--- src/vrc_pkg.sv ---
`timescale 1ns / 1ps

package vrc_pkg;

  // Access kind carried by each input item
  typedef enum logic {
    OP_READ  = 1'b0,
    OP_WRITE = 1'b1
  } op_t;

  // Upper address nibbles of the decoded pages
  localparam logic [3:0] PageLatch = 4'h6;
  localparam logic [3:0] PagePrg0  = 4'h8;
  localparam logic [3:0] PageMisc  = 4'h9;
  localparam logic [3:0] PagePrg1  = 4'hA;
  localparam logic [3:0] PageChrLo = 4'hB;
  localparam logic [3:0] PageChrHi = 4'hE;
  localparam logic [3:0] PageIrq   = 4'hF;

  // Register select codes after address-line routing
  localparam logic [1:0] SelIrqReloadLo = 2'd0;
  localparam logic [1:0] SelIrqReloadHi = 2'd1;
  localparam logic [1:0] SelIrqControl  = 2'd2;
  localparam logic [1:0] SelIrqAck      = 2'd3;
  localparam logic [1:0] SelMirror      = 2'd0;
  localparam logic [1:0] SelRamSwap     = 2'd2;

  // CHR slot offset: B000 page with select high bit clear is slot 0
  localparam logic [4:0] ChrSlotBase = 5'(8'hB << 1);

  // IRQ prescaler: 341 PPU dots per scanline, 3 dots per CPU access
  localparam logic signed [9:0] PrescaleReload = 10'sd341;
  localparam logic signed [9:0] PrescaleStep   = 10'sd3;

  // Per-variant board wiring
  typedef struct packed {
    logic       vrc4;
    logic       swapped;
    logic [2:0] sh1;
    logic [2:0] sh2;
    logic       is2a;
    logic       is2c;
  } variant_t;

  // IRQ register writes decoded in the top level
  typedef struct packed {
    logic       reload_lo;
    logic       reload_hi;
    logic       control;
    logic       ack;
    logic [3:0] data;
  } irq_wr_t;

  // Wiring table; codes above the last variant act as the last one
  function automatic variant_t variant_lookup(input logic [3:0] code);
    variant_t v;
    v = '0;
    case (code)
      4'd0:    v = '{1'b0, 1'b1, 3'd0, 3'd0, 1'b1, 1'b0};
      4'd1:    v = '{1'b0, 1'b0, 3'd0, 3'd0, 1'b0, 1'b0};
      4'd2:    v = '{1'b0, 1'b1, 3'd0, 3'd0, 1'b0, 1'b1};
      4'd3:    v = '{1'b1, 1'b0, 3'd1, 3'd0, 1'b0, 1'b0};
      4'd4:    v = '{1'b1, 1'b1, 3'd0, 3'd0, 1'b0, 1'b0};
      4'd5:    v = '{1'b1, 1'b0, 3'd6, 3'd0, 1'b0, 1'b0};
      4'd6:    v = '{1'b1, 1'b1, 3'd2, 3'd0, 1'b0, 1'b0};
      4'd7:    v = '{1'b1, 1'b0, 3'd2, 3'd0, 1'b0, 1'b0};
      4'd8:    v = '{1'b1, 1'b0, 3'd0, 3'd0, 1'b0, 1'b0};
      4'd9:    v = '{1'b1, 1'b0, 3'd1, 3'd6, 1'b0, 1'b0};
      4'd10:   v = '{1'b1, 1'b0, 3'd0, 3'd2, 1'b0, 1'b0};
      default: v = '{1'b1, 1'b1, 3'd0, 3'd2, 1'b0, 1'b0};
    endcase
    return v;
  endfunction

endpackage

--- src/vrc_if.sv ---
`timescale 1ns / 1ps

// CPU access channel
interface vrc_in_if;
  logic        valid;
  logic        ready;
  logic        opcode;
  logic [15:0] address;
  logic [7:0]  bus_data;

  modport source (output valid, opcode, address, bus_data, input ready);
  modport sink   (input valid, opcode, address, bus_data, output ready);
endinterface

// Mapper state channel, one item per access
interface vrc_out_if;
  logic       valid;
  logic       ready;
  logic       irq_line;
  logic [1:0] mirroring;
  logic       prg_ram_enable;
  logic [4:0] prg_bank_switchable;
  logic [4:0] prg_bank_middle;
  logic       prg_swap;
  logic       chr_update;
  logic [2:0] chr_slot;
  logic [8:0] chr_bank;
  logic       read_hit;
  logic [7:0] read_data;

  modport source (output valid, irq_line, mirroring, prg_ram_enable, prg_bank_switchable,
                  prg_bank_middle, prg_swap, chr_update, chr_slot, chr_bank, read_hit,
                  read_data, input ready);
  modport sink   (input valid, irq_line, mirroring, prg_ram_enable, prg_bank_switchable,
                  prg_bank_middle, prg_swap, chr_update, chr_slot, chr_bank, read_hit,
                  read_data, output ready);
endinterface

// Variant select write channel
interface vrc_cfg_if;
  logic       valid;
  logic       ready;
  logic [3:0] data;

  modport source (output valid, data, input ready);
  modport sink   (input valid, data, output ready);
endinterface

--- src/vrc_irq.sv ---
`timescale 1ns / 1ps

module vrc_irq (
  input  logic            clk,
  input  logic            rst_n,
  input  logic            step,
  input  logic            vrc4,
  input  vrc_pkg::irq_wr_t wr,
  output logic            irq_line_nxt
);
  import vrc_pkg::*;

  logic [7:0]        reload_r, reload_nxt;
  logic              mode_r, mode_nxt;
  logic              en_r, en_nxt;
  logic              en_ack_r, en_ack_nxt;
  logic [7:0]        count_r, count_nxt;
  logic signed [9:0] pre_r, pre_nxt;
  logic              pend_r, pend_nxt;

  logic signed [9:0] pre_dec;
  logic              expired;

  // Register writes first, then the tick on the written values
  always_comb begin
    reload_nxt = reload_r;
    mode_nxt   = mode_r;
    en_nxt     = en_r;
    en_ack_nxt = en_ack_r;
    count_nxt  = count_r;
    pre_nxt    = pre_r;
    pend_nxt   = pend_r;

    if (wr.reload_lo) begin
      reload_nxt[3:0] = wr.data;
    end
    if (wr.reload_hi) begin
      reload_nxt[7:4] = wr.data;
    end
    if (wr.control) begin
      pend_nxt   = 1'b0;
      mode_nxt   = wr.data[2];
      en_nxt     = wr.data[1];
      en_ack_nxt = wr.data[0];
      if (wr.data[1]) begin
        count_nxt = reload_r;
        pre_nxt   = PrescaleReload;
      end
    end
    if (wr.ack) begin
      pend_nxt = 1'b0;
      en_nxt   = en_ack_r;
    end

    // Prescaler and counter tick
    pre_dec = pre_nxt - PrescaleStep;
    expired = pre_dec[9] || (pre_dec == '0);
    if (vrc4 && en_nxt) begin
      if (mode_nxt || expired) begin
        if (count_nxt == 8'hFF) begin
          pend_nxt  = 1'b1;
          count_nxt = reload_nxt;
        end else begin
          count_nxt = count_nxt + 8'd1;
        end
      end
      pre_nxt = expired ? PrescaleReload : pre_dec;
    end
  end

  assign irq_line_nxt = pend_nxt;

  always_ff @(posedge clk) begin
    if (!rst_n) begin
      reload_r <= '0;
      mode_r   <= 1'b0;
      en_r     <= 1'b0;
      en_ack_r <= 1'b0;
      count_r  <= '0;
      pre_r    <= PrescaleReload;
      pend_r   <= 1'b0;
    end else if (step) begin
      reload_r <= reload_nxt;
      mode_r   <= mode_nxt;
      en_r     <= en_nxt;
      en_ack_r <= en_ack_nxt;
      count_r  <= count_nxt;
      pre_r    <= pre_nxt;
      pend_r   <= pend_nxt;
    end
  end

endmodule

--- src/vrc2_vrc4_bank_mapper_with_irq.sv ---
`timescale 1ns / 1ps

// Channel   Dir  Handshake      Payload
// in_ch     in   valid/ready    opcode, address, bus_data (one CPU access)
// out_ch    out  valid/ready    irq_line .. read_data (mapper state after the access)
// cfg_ch    in   valid/ready    data: variant select, 4 bits
//
// One access per cycle sustained while the result side keeps taking items; an access
// waits in the input register, then decode, bank and IRQ update into the result register.
// Synchronous active-low reset clears all mapper state; the prescaler loads 341.
// A stalled result holds the result register; the input register keeps taking an item
// whenever the result moves on the same edge.

module vrc2_vrc4_bank_mapper_with_irq (
  input  logic clk,
  input  logic rst_n,
  vrc_in_if.sink    in_ch,
  vrc_out_if.source out_ch,
  vrc_cfg_if.sink   cfg_ch
);
  import vrc_pkg::*;

  // Input register
  logic        s0_valid_r;
  logic        s0_op_r;
  logic [15:0] s0_addr_r;
  logic [7:0]  s0_data_r;
  logic        advance;

  // Variant select
  logic [3:0] variant_r;
  variant_t   v;

  // Mapper state
  logic [4:0] prg0_r, prg0_nxt;
  logic [4:0] prg1_r, prg1_nxt;
  logic       swap_r, swap_nxt;
  logic [1:0] mirror_r, mirror_nxt;
  logic       ram_en_r, ram_en_nxt;
  logic       latch_r, latch_nxt;
  logic [8:0] chr_regs_r [8];

  // Decode
  logic       is_write;
  logic [3:0] page;
  logic [1:0] sel_a;
  logic [1:0] sel_b;
  logic [1:0] sel;
  logic [4:0] slot_full;
  logic [2:0] slot;
  logic       chr_wr;
  logic [8:0] chr_old;
  logic [8:0] chr_new;
  logic [8:0] chr_eff;
  logic       hit;
  irq_wr_t    irq_wr;
  logic       irq_line_nxt;

  // Result register
  logic       out_valid_r;
  logic       irq_line_r;
  logic [1:0] mirror_out_r;
  logic       ram_en_out_r;
  logic [4:0] prg0_out_r;
  logic [4:0] prg1_out_r;
  logic       swap_out_r;
  logic       chr_upd_r;
  logic [2:0] chr_slot_r;
  logic [8:0] chr_bank_r;
  logic       hit_r;
  logic [7:0] rdata_r;

  // Handshake: input register moves on whenever the result register is free
  assign advance     = s0_valid_r && (!out_valid_r || out_ch.ready);
  assign in_ch.ready = !s0_valid_r || advance;
  assign cfg_ch.ready = 1'b1;

  always_ff @(posedge clk) begin
    if (!rst_n) begin
      s0_valid_r <= 1'b0;
    end else if (in_ch.ready) begin
      s0_valid_r <= in_ch.valid;
    end
  end

  always_ff @(posedge clk) begin
    if (in_ch.ready && in_ch.valid) begin
      s0_op_r   <= in_ch.opcode;
      s0_addr_r <= in_ch.address;
      s0_data_r <= in_ch.bus_data;
    end
  end

  always_ff @(posedge clk) begin
    if (!rst_n) begin
      variant_r <= '0;
    end else if (cfg_ch.valid) begin
      variant_r <= cfg_ch.data;
    end
  end

  assign v = variant_lookup(variant_r);

  // Address-line routing to the register select
  always_comb begin
    sel_a = 2'(s0_addr_r >> v.sh1);
    sel_b = (v.sh2 != '0) ? 2'(s0_addr_r >> v.sh2) : 2'b00;
    sel   = v.swapped ? {(sel_a[0] | sel_b[0]), (sel_a[1] | sel_b[1])} : (sel_a | sel_b);
  end

  assign is_write  = (op_t'(s0_op_r) == OP_WRITE);
  assign page      = s0_addr_r[15:12];
  assign slot_full = {page, sel[1]} - ChrSlotBase;
  assign slot      = slot_full[2:0];
  assign chr_wr    = is_write && (page >= PageChrLo) && (page <= PageChrHi);
  assign chr_old   = chr_regs_r[slot];
  assign chr_new   = sel[0] ? {s0_data_r[4:0], chr_old[3:0]} : {chr_old[8:4], s0_data_r[3:0]};

  // Effective 1K bank seen by the PPU side
  always_comb begin
    if (v.is2a) begin
      chr_eff = {2'b00, chr_new[7:1]};
    end else if (v.vrc4) begin
      chr_eff = {1'b0, chr_new[7:0]};
    end else begin
      chr_eff = chr_new;
    end
  end

  // Register writes
  always_comb begin
    prg0_nxt   = prg0_r;
    prg1_nxt   = prg1_r;
    swap_nxt   = swap_r;
    mirror_nxt = mirror_r;
    ram_en_nxt = ram_en_r;
    latch_nxt  = latch_r;
    irq_wr     = '0;
    irq_wr.data = s0_data_r[3:0];
    if (is_write) begin
      if (page == PageLatch) begin
        latch_nxt = s0_data_r[0];
      end
      case (page)
        PagePrg0: begin
          prg0_nxt = s0_data_r[4:0];
        end
        PagePrg1: begin
          prg1_nxt = s0_data_r[4:0];
        end
        PageMisc: begin
          if (v.vrc4) begin
            if (sel == SelRamSwap) begin
              ram_en_nxt = s0_data_r[0];
              swap_nxt   = s0_data_r[1];
            end else if (sel == SelMirror) begin
              mirror_nxt = s0_data_r[1:0];
            end
          end else begin
            mirror_nxt = {1'b0, s0_data_r[0]};
          end
        end
        PageIrq: begin
          irq_wr.reload_lo = (sel == SelIrqReloadLo);
          irq_wr.reload_hi = (sel == SelIrqReloadHi);
          irq_wr.control   = (sel == SelIrqControl);
          irq_wr.ack       = (sel == SelIrqAck);
        end
        default: begin
        end
      endcase
    end
  end

  // Latch readback on VRC2a/b only
  assign hit = !is_write && !v.vrc4 && !v.is2c && (page == PageLatch);

  vrc_irq u_irq (
    .clk          (clk),
    .rst_n        (rst_n),
    .step         (advance),
    .vrc4         (v.vrc4),
    .wr           (irq_wr),
    .irq_line_nxt (irq_line_nxt)
  );

  // State update
  always_ff @(posedge clk) begin
    if (!rst_n) begin
      prg0_r   <= '0;
      prg1_r   <= '0;
      swap_r   <= 1'b0;
      mirror_r <= '0;
      ram_en_r <= 1'b0;
      latch_r  <= 1'b0;
      for (int i = 0; i < 8; i++) begin
        chr_regs_r[i] <= '0;
      end
    end else if (advance) begin
      prg0_r   <= prg0_nxt;
      prg1_r   <= prg1_nxt;
      swap_r   <= swap_nxt;
      mirror_r <= mirror_nxt;
      ram_en_r <= ram_en_nxt;
      latch_r  <= latch_nxt;
      if (chr_wr) begin
        chr_regs_r[slot] <= chr_new;
      end
    end
  end

  // Result register
  always_ff @(posedge clk) begin
    if (!rst_n) begin
      out_valid_r <= 1'b0;
    end else if (advance) begin
      out_valid_r <= 1'b1;
    end else if (out_ch.ready) begin
      out_valid_r <= 1'b0;
    end
  end

  always_ff @(posedge clk) begin
    if (advance) begin
      irq_line_r   <= irq_line_nxt;
      mirror_out_r <= mirror_nxt;
      ram_en_out_r <= v.is2c ? 1'b1 : (v.vrc4 && ram_en_nxt);
      prg0_out_r   <= prg0_nxt;
      prg1_out_r   <= prg1_nxt;
      swap_out_r   <= swap_nxt;
      chr_upd_r    <= chr_wr;
      chr_slot_r   <= chr_wr ? slot : 3'd0;
      chr_bank_r   <= chr_wr ? chr_eff : 9'd0;
      hit_r        <= hit;
      rdata_r      <= hit ? {s0_data_r[7:1], latch_r} : 8'd0;
    end
  end

  assign out_ch.valid               = out_valid_r;
  assign out_ch.irq_line            = irq_line_r;
  assign out_ch.mirroring           = mirror_out_r;
  assign out_ch.prg_ram_enable      = ram_en_out_r;
  assign out_ch.prg_bank_switchable = prg0_out_r;
  assign out_ch.prg_bank_middle     = prg1_out_r;
  assign out_ch.prg_swap            = swap_out_r;
  assign out_ch.chr_update          = chr_upd_r;
  assign out_ch.chr_slot            = chr_slot_r;
  assign out_ch.chr_bank            = chr_bank_r;
  assign out_ch.read_hit            = hit_r;
  assign out_ch.read_data           = rdata_r;

endmodule

--- src/flat_wrapper.sv ---
// flat-port wrapper written by rule: the top's interface ports become plain ports
module vrc2_vrc4_bank_mapper_with_irq_flat import vrc_pkg::*;
  (clk, rst_n, in_ch_valid, in_ch_opcode, in_ch_address, in_ch_bus_data, in_ch_ready, out_ch_valid, out_ch_irq_line, out_ch_mirroring, out_ch_prg_ram_enable, out_ch_prg_bank_switchable, out_ch_prg_bank_middle, out_ch_prg_swap, out_ch_chr_update, out_ch_chr_slot, out_ch_chr_bank, out_ch_read_hit, out_ch_read_data, out_ch_ready, cfg_ch_valid, cfg_ch_data, cfg_ch_ready);
  vrc_in_if in_ch_i ();
  vrc_out_if out_ch_i ();
  vrc_cfg_if cfg_ch_i ();
  input  logic clk;
  input  logic rst_n;
  input wire logic [$bits(in_ch_i.valid)-1:0] in_ch_valid;
  input wire logic [$bits(in_ch_i.opcode)-1:0] in_ch_opcode;
  input wire logic [$bits(in_ch_i.address)-1:0] in_ch_address;
  input wire logic [$bits(in_ch_i.bus_data)-1:0] in_ch_bus_data;
  output wire logic [$bits(in_ch_i.ready)-1:0] in_ch_ready;
  output wire logic [$bits(out_ch_i.valid)-1:0] out_ch_valid;
  output wire logic [$bits(out_ch_i.irq_line)-1:0] out_ch_irq_line;
  output wire logic [$bits(out_ch_i.mirroring)-1:0] out_ch_mirroring;
  output wire logic [$bits(out_ch_i.prg_ram_enable)-1:0] out_ch_prg_ram_enable;
  output wire logic [$bits(out_ch_i.prg_bank_switchable)-1:0] out_ch_prg_bank_switchable;
  output wire logic [$bits(out_ch_i.prg_bank_middle)-1:0] out_ch_prg_bank_middle;
  output wire logic [$bits(out_ch_i.prg_swap)-1:0] out_ch_prg_swap;
  output wire logic [$bits(out_ch_i.chr_update)-1:0] out_ch_chr_update;
  output wire logic [$bits(out_ch_i.chr_slot)-1:0] out_ch_chr_slot;
  output wire logic [$bits(out_ch_i.chr_bank)-1:0] out_ch_chr_bank;
  output wire logic [$bits(out_ch_i.read_hit)-1:0] out_ch_read_hit;
  output wire logic [$bits(out_ch_i.read_data)-1:0] out_ch_read_data;
  input wire logic [$bits(out_ch_i.ready)-1:0] out_ch_ready;
  input wire logic [$bits(cfg_ch_i.valid)-1:0] cfg_ch_valid;
  input wire logic [$bits(cfg_ch_i.data)-1:0] cfg_ch_data;
  output wire logic [$bits(cfg_ch_i.ready)-1:0] cfg_ch_ready;
  assign in_ch_i.valid = in_ch_valid;
  assign in_ch_i.opcode = in_ch_opcode;
  assign in_ch_i.address = in_ch_address;
  assign in_ch_i.bus_data = in_ch_bus_data;
  assign in_ch_ready = in_ch_i.ready;
  assign out_ch_valid = out_ch_i.valid;
  assign out_ch_irq_line = out_ch_i.irq_line;
  assign out_ch_mirroring = out_ch_i.mirroring;
  assign out_ch_prg_ram_enable = out_ch_i.prg_ram_enable;
  assign out_ch_prg_bank_switchable = out_ch_i.prg_bank_switchable;
  assign out_ch_prg_bank_middle = out_ch_i.prg_bank_middle;
  assign out_ch_prg_swap = out_ch_i.prg_swap;
  assign out_ch_chr_update = out_ch_i.chr_update;
  assign out_ch_chr_slot = out_ch_i.chr_slot;
  assign out_ch_chr_bank = out_ch_i.chr_bank;
  assign out_ch_read_hit = out_ch_i.read_hit;
  assign out_ch_read_data = out_ch_i.read_data;
  assign out_ch_i.ready = out_ch_ready;
  assign cfg_ch_i.valid = cfg_ch_valid;
  assign cfg_ch_i.data = cfg_ch_data;
  assign cfg_ch_ready = cfg_ch_i.ready;
  vrc2_vrc4_bank_mapper_with_irq u_core (.clk(clk), .rst_n(rst_n), .in_ch(in_ch_i), .out_ch(out_ch_i), .cfg_ch(cfg_ch_i));
endmodule
--- config.mk ---
export PLATFORM = sky130hd
export DESIGN_NAME = vrc2_vrc4_bank_mapper_with_irq_flat
export DESIGN_NICKNAME = d
export VERILOG_FILES = /design/src/vrc_pkg.sv /design/src/vrc_if.sv /design/src/vrc_irq.sv /design/src/vrc2_vrc4_bank_mapper_with_irq.sv /design/src/flat_wrapper.sv
export SDC_FILE = /design/constraint.sdc
export NUM_CORES = 1
export LEC_CHECK = 0
export BUFFER_PORTS_ARGS = -buffer_cell sky130_fd_sc_hd__buf_4
export CORE_ASPECT_RATIO = 0.8
export CORE_MARGIN = 5
export CORE_UTILIZATION = 30
export CTS_CLUSTER_DIAMETER = 60
export CTS_CLUSTER_SIZE = 14
export DETAILED_ROUTE_END_ITERATION = 10
export HOLD_SLACK_MARGIN = 0.1
export PLACE_DENSITY_LB_ADDON = 0.08
export SYNTH_ARGS = -nofsm -noshare
export SYNTH_HDL_FRONTEND = slang
export SYNTH_HIERARCHICAL = 1
export SYNTH_SLANG_ARGS = --single-unit
--- constraint.sdc ---
create_clock -name clk -period 6.9 [get_ports clk]
set_input_delay 0.69 -clock clk [delete_from_list [all_inputs] [get_ports clk]]
set_output_delay 0.69 -clock clk [all_outputs]
set_load 0.01 [all_outputs]
==> qor.yml <==
ioPinCount: 74
path_cells: "mux2_2 -> mux4_2 -> nor3_1 -> a21oi_4 -> nor3_1 -> buf_4 -> nand2_1 -> buf_4 -> and2_1 -> ha_1 -> nor3_1 -> nand3_1 -> a2111oi_4 -> a211oi_4 -> or2b_4 -> and3_1 -> o31a_1"
die_x_um: 204.8
yosys_warnings: 6
cts_buffers: 17
tightest_slew_ns: 0.9608
p_int_uw: 1929
p_leak_uw: 0.003849
fin_util_pct: 35.21
clockPowerShare_pct: 38.6
cp-end-kind: "flip-flop"
drt-total-wl_um: 25040
worst_ep_required_time_ns: 7.22
die_h_um: 165.8
max_stage_delay_ns: 0.68
h-tree-depth: 4
crit-reg2reg-launch: "u_core/v[5]"
switching_share_pct: 24.66
period_share_pct: 78.03
slew_headroom_pct: 35.71
final_common_cell: "edfxtp_1"
synth_fa_ha_area_share_pct: 0.9622
min_path_type: "in2reg"
grt_antenna_before_repair: 0
synth_simple_gate_area_share_pct: 16.11
clockBufferDepth: 2
hold_buffers: 0
reg2reg_to: "u_core/u_irq/count_r[0]"
setup_viol: 0
netSwitchingPower_uw: 631.4
async_reset_ff_share_pct: 0
ff2ff_setup_slack_ns: 1.52
dpl.hpwl_um: 16970
n_antenna_cell: 0
synthMuxAreaShare_pct: 12.29
num_rows: 57
worstHoldEndpoint: "u_core/s0_data_r[2]"
path_clk_slew_ns: 0.07
grt_pass1_vias: 6493
drt_iter0_markers: 503
viasPerCell: 4.979
syn_area_um2: 9102
synth_area_per_cell_um2: 11.51
layout.nets: 895
path_class: "reg2reg"
drive_gt1_share_pct: 19.61
wire_per_inst_um: 19.56
skew_ns: 0.005996
status: "complete, no violations"
area_growth_pct: 16.69
start_util_pct: 30.17
fmax_mhz: 185.7
post-cts-setup-buffers: 0
gp_congestion: 0.8524
min-delay-start: "in_ch_bus_data[2]"
holdPathStages: 1
synth_edf_count: 131
critPathLaunchType: "flip-flop"
layout_common_cells: "edfxtp_1 (131), nor2_1 (118), nand2_1 (86)"
overflow: 0
drc: 0
core_area_um2: 30170
crit_slowest_cell: "dfxtp_1"
crit_path_frequent_cell: "nor3_1"
synthCells: 791
period_minus_slack_ns: 5.384
synth_ff_type: "edfxtp_1"
synth.distinct_cells: 85
grt_max_degree: 49
powerDensity_nw_per_um2: 241.1
detail_route.first_pass.iterations: 5
worstSkewPairLatency_ns: 0.43
crit_arrival_ns: 5.70
synth_seq_area_share_pct: 56.41
synth-compound-area-share_pct: 10.96
cts_resized: 0
slew_violations: 0
cts-root-buf: "clkbuf_16"
critical_path_peak_fanout: 14
seq_power_share_pct: 50.5
synthesis.nets: 832
combPwrFrac_pct: 10.9
portBuffers: 69
cts_tree: "built"
ir_drop_mv: 0.1358
via_count: 6373
dieArea_um2: 33950
ff2ff_path_depth: 17
synth_top_family_by_area: "simple AND/OR/NAND/NOR gates"
rsz0062_at_grt: "false"
setup-tns-final_ns: 0
grt_first_pass_wirelength_um: 38780
synth_seq_cells: 191
finalHoldViolCount: 0
antenna_left: 0
track_usage_pct: 14.80
cts_sinks: 191
cap_violations: 0
synth_xor_area_share_pct: 0.3849
[worst max-delay path: cells and delay by family (launching register included)]
kind            cells  cell delay [ns]
flops               1             0.68
simple gates        8             1.96
compound gates      4             0.98
mux                 2             0.96
buf+inv             2             0.44
fa+ha+maj           1             0.23
[metal layers]
| layer | vias up | GRT usage, % | wire length (µm) |
|---|---|---|---|
| met2 | 161 | 22.73 | 11310 |
| li1 | 3033 | - | - |
| met3 | 19 | 2.831 | 1146 |
| met5 | - | 0 | 0 |
| met4 | 0 | 4.222 | 316 |
| met1 | 3160 | 21.38 | 12270 |
[Yosys cell counts (all sizes together), types with 6 or more instances]
master	n	area share, %
and3	7	0.49
clkbuf	22	0.91
mux2i	51	5.6
nor3	16	1.0
mux4	10	2.7
edfxtp	131	43
a21boi	13	1.1
o21ai	19	1.1
nand2	86	3.5
a31oi	6	0.41
buf	14	1.2
a2111oi	6	0.80
ha	7	0.96
dfxtp	60	13
nand3	30	1.6
o22ai	10	0.82
a21oi	22	1.3
inv	17	0.70
and2	13	0.89
nor2b	9	0.62
mux2	32	4.0
nor2	120	5.0
[cell type report]
class	count	area, µm²
fill	2952	19550
sequential	191	5135
multi-input combinational	546	3716
timing repair buffer	80	600.6
tap	413	516.7
clock buffer	23	479.2
clock inverter	9	106.4
inverter	18	67.56
[power groups by stage]
stage	Clock (µW)	Combinational, µW	Sequential, µW
floorplan	0	188	1310
global placement	0	279	1320
detailed placement	0	281	1320
CTS	1020	283	1290
global route	1070	303	1300
finish	989	279	1290
[worst max path at each step]
stage / start / to / depth (start not counted)
final: u_core/v[5] / u_core/u_irq/count_r[0] / 17
after global routing: u_core/v[5] / u_core/u_irq/count_r[0] / 17
after CTS: u_core/v[5] / u_core/u_irq/count_r[0] / 17
after detailed placement: u_core/v[5] / u_core/u_irq/count_r[4] / 17
after global placement: u_core/v[5] / u_core/u_irq/count_r[4] / 17
after floorplan: u_core/v[5] / u_core/u_irq/count_r[4] / 17
[state kept, by name, indices dropped and copies added, names as in the netlist, 8 cells and up]
name	flops
u_core/u_irq/pre_r	10
u_core/s0_addr_r	13
u_core/out_ch.chr_bank	9
u_core/u_irq/count_r	8
u_core/v	9
u_core/u_irq/reload_r	8
u_core/chr_regs_r	72
u_core/out_ch.read_data	8
u_core/s0_data_r	8
[per-stage QoR]
stage                     instance area [µm²]  total power, µW  hold WS (ns)  setup WS, ns  cells
after global placement                  10040             1597        0.4525         1.598   1248
after global routing                    10620             2673        0.4046         1.112   1280
after detailed placement                10040             1599        0.4644         1.588   1248
final                                   10620             2561        0.4331         1.516   1280
after floorplan                          9102             1498        0.4383         2.134    791
after CTS                               10620             2597        0.4067         1.532   1280
[cells by family after synthesis]
family                   Yosys count
adder cells (fa/ha/maj)            7
AND/OR/NAND/NOR                  312
buffers and inverters             54
XOR/XNOR                           4
other                              1
flip-flops                       191
multiplexers                      93
AO/OA/AOI/OAI                    129
Note: power is estimated with default switching activity, not from simulation.
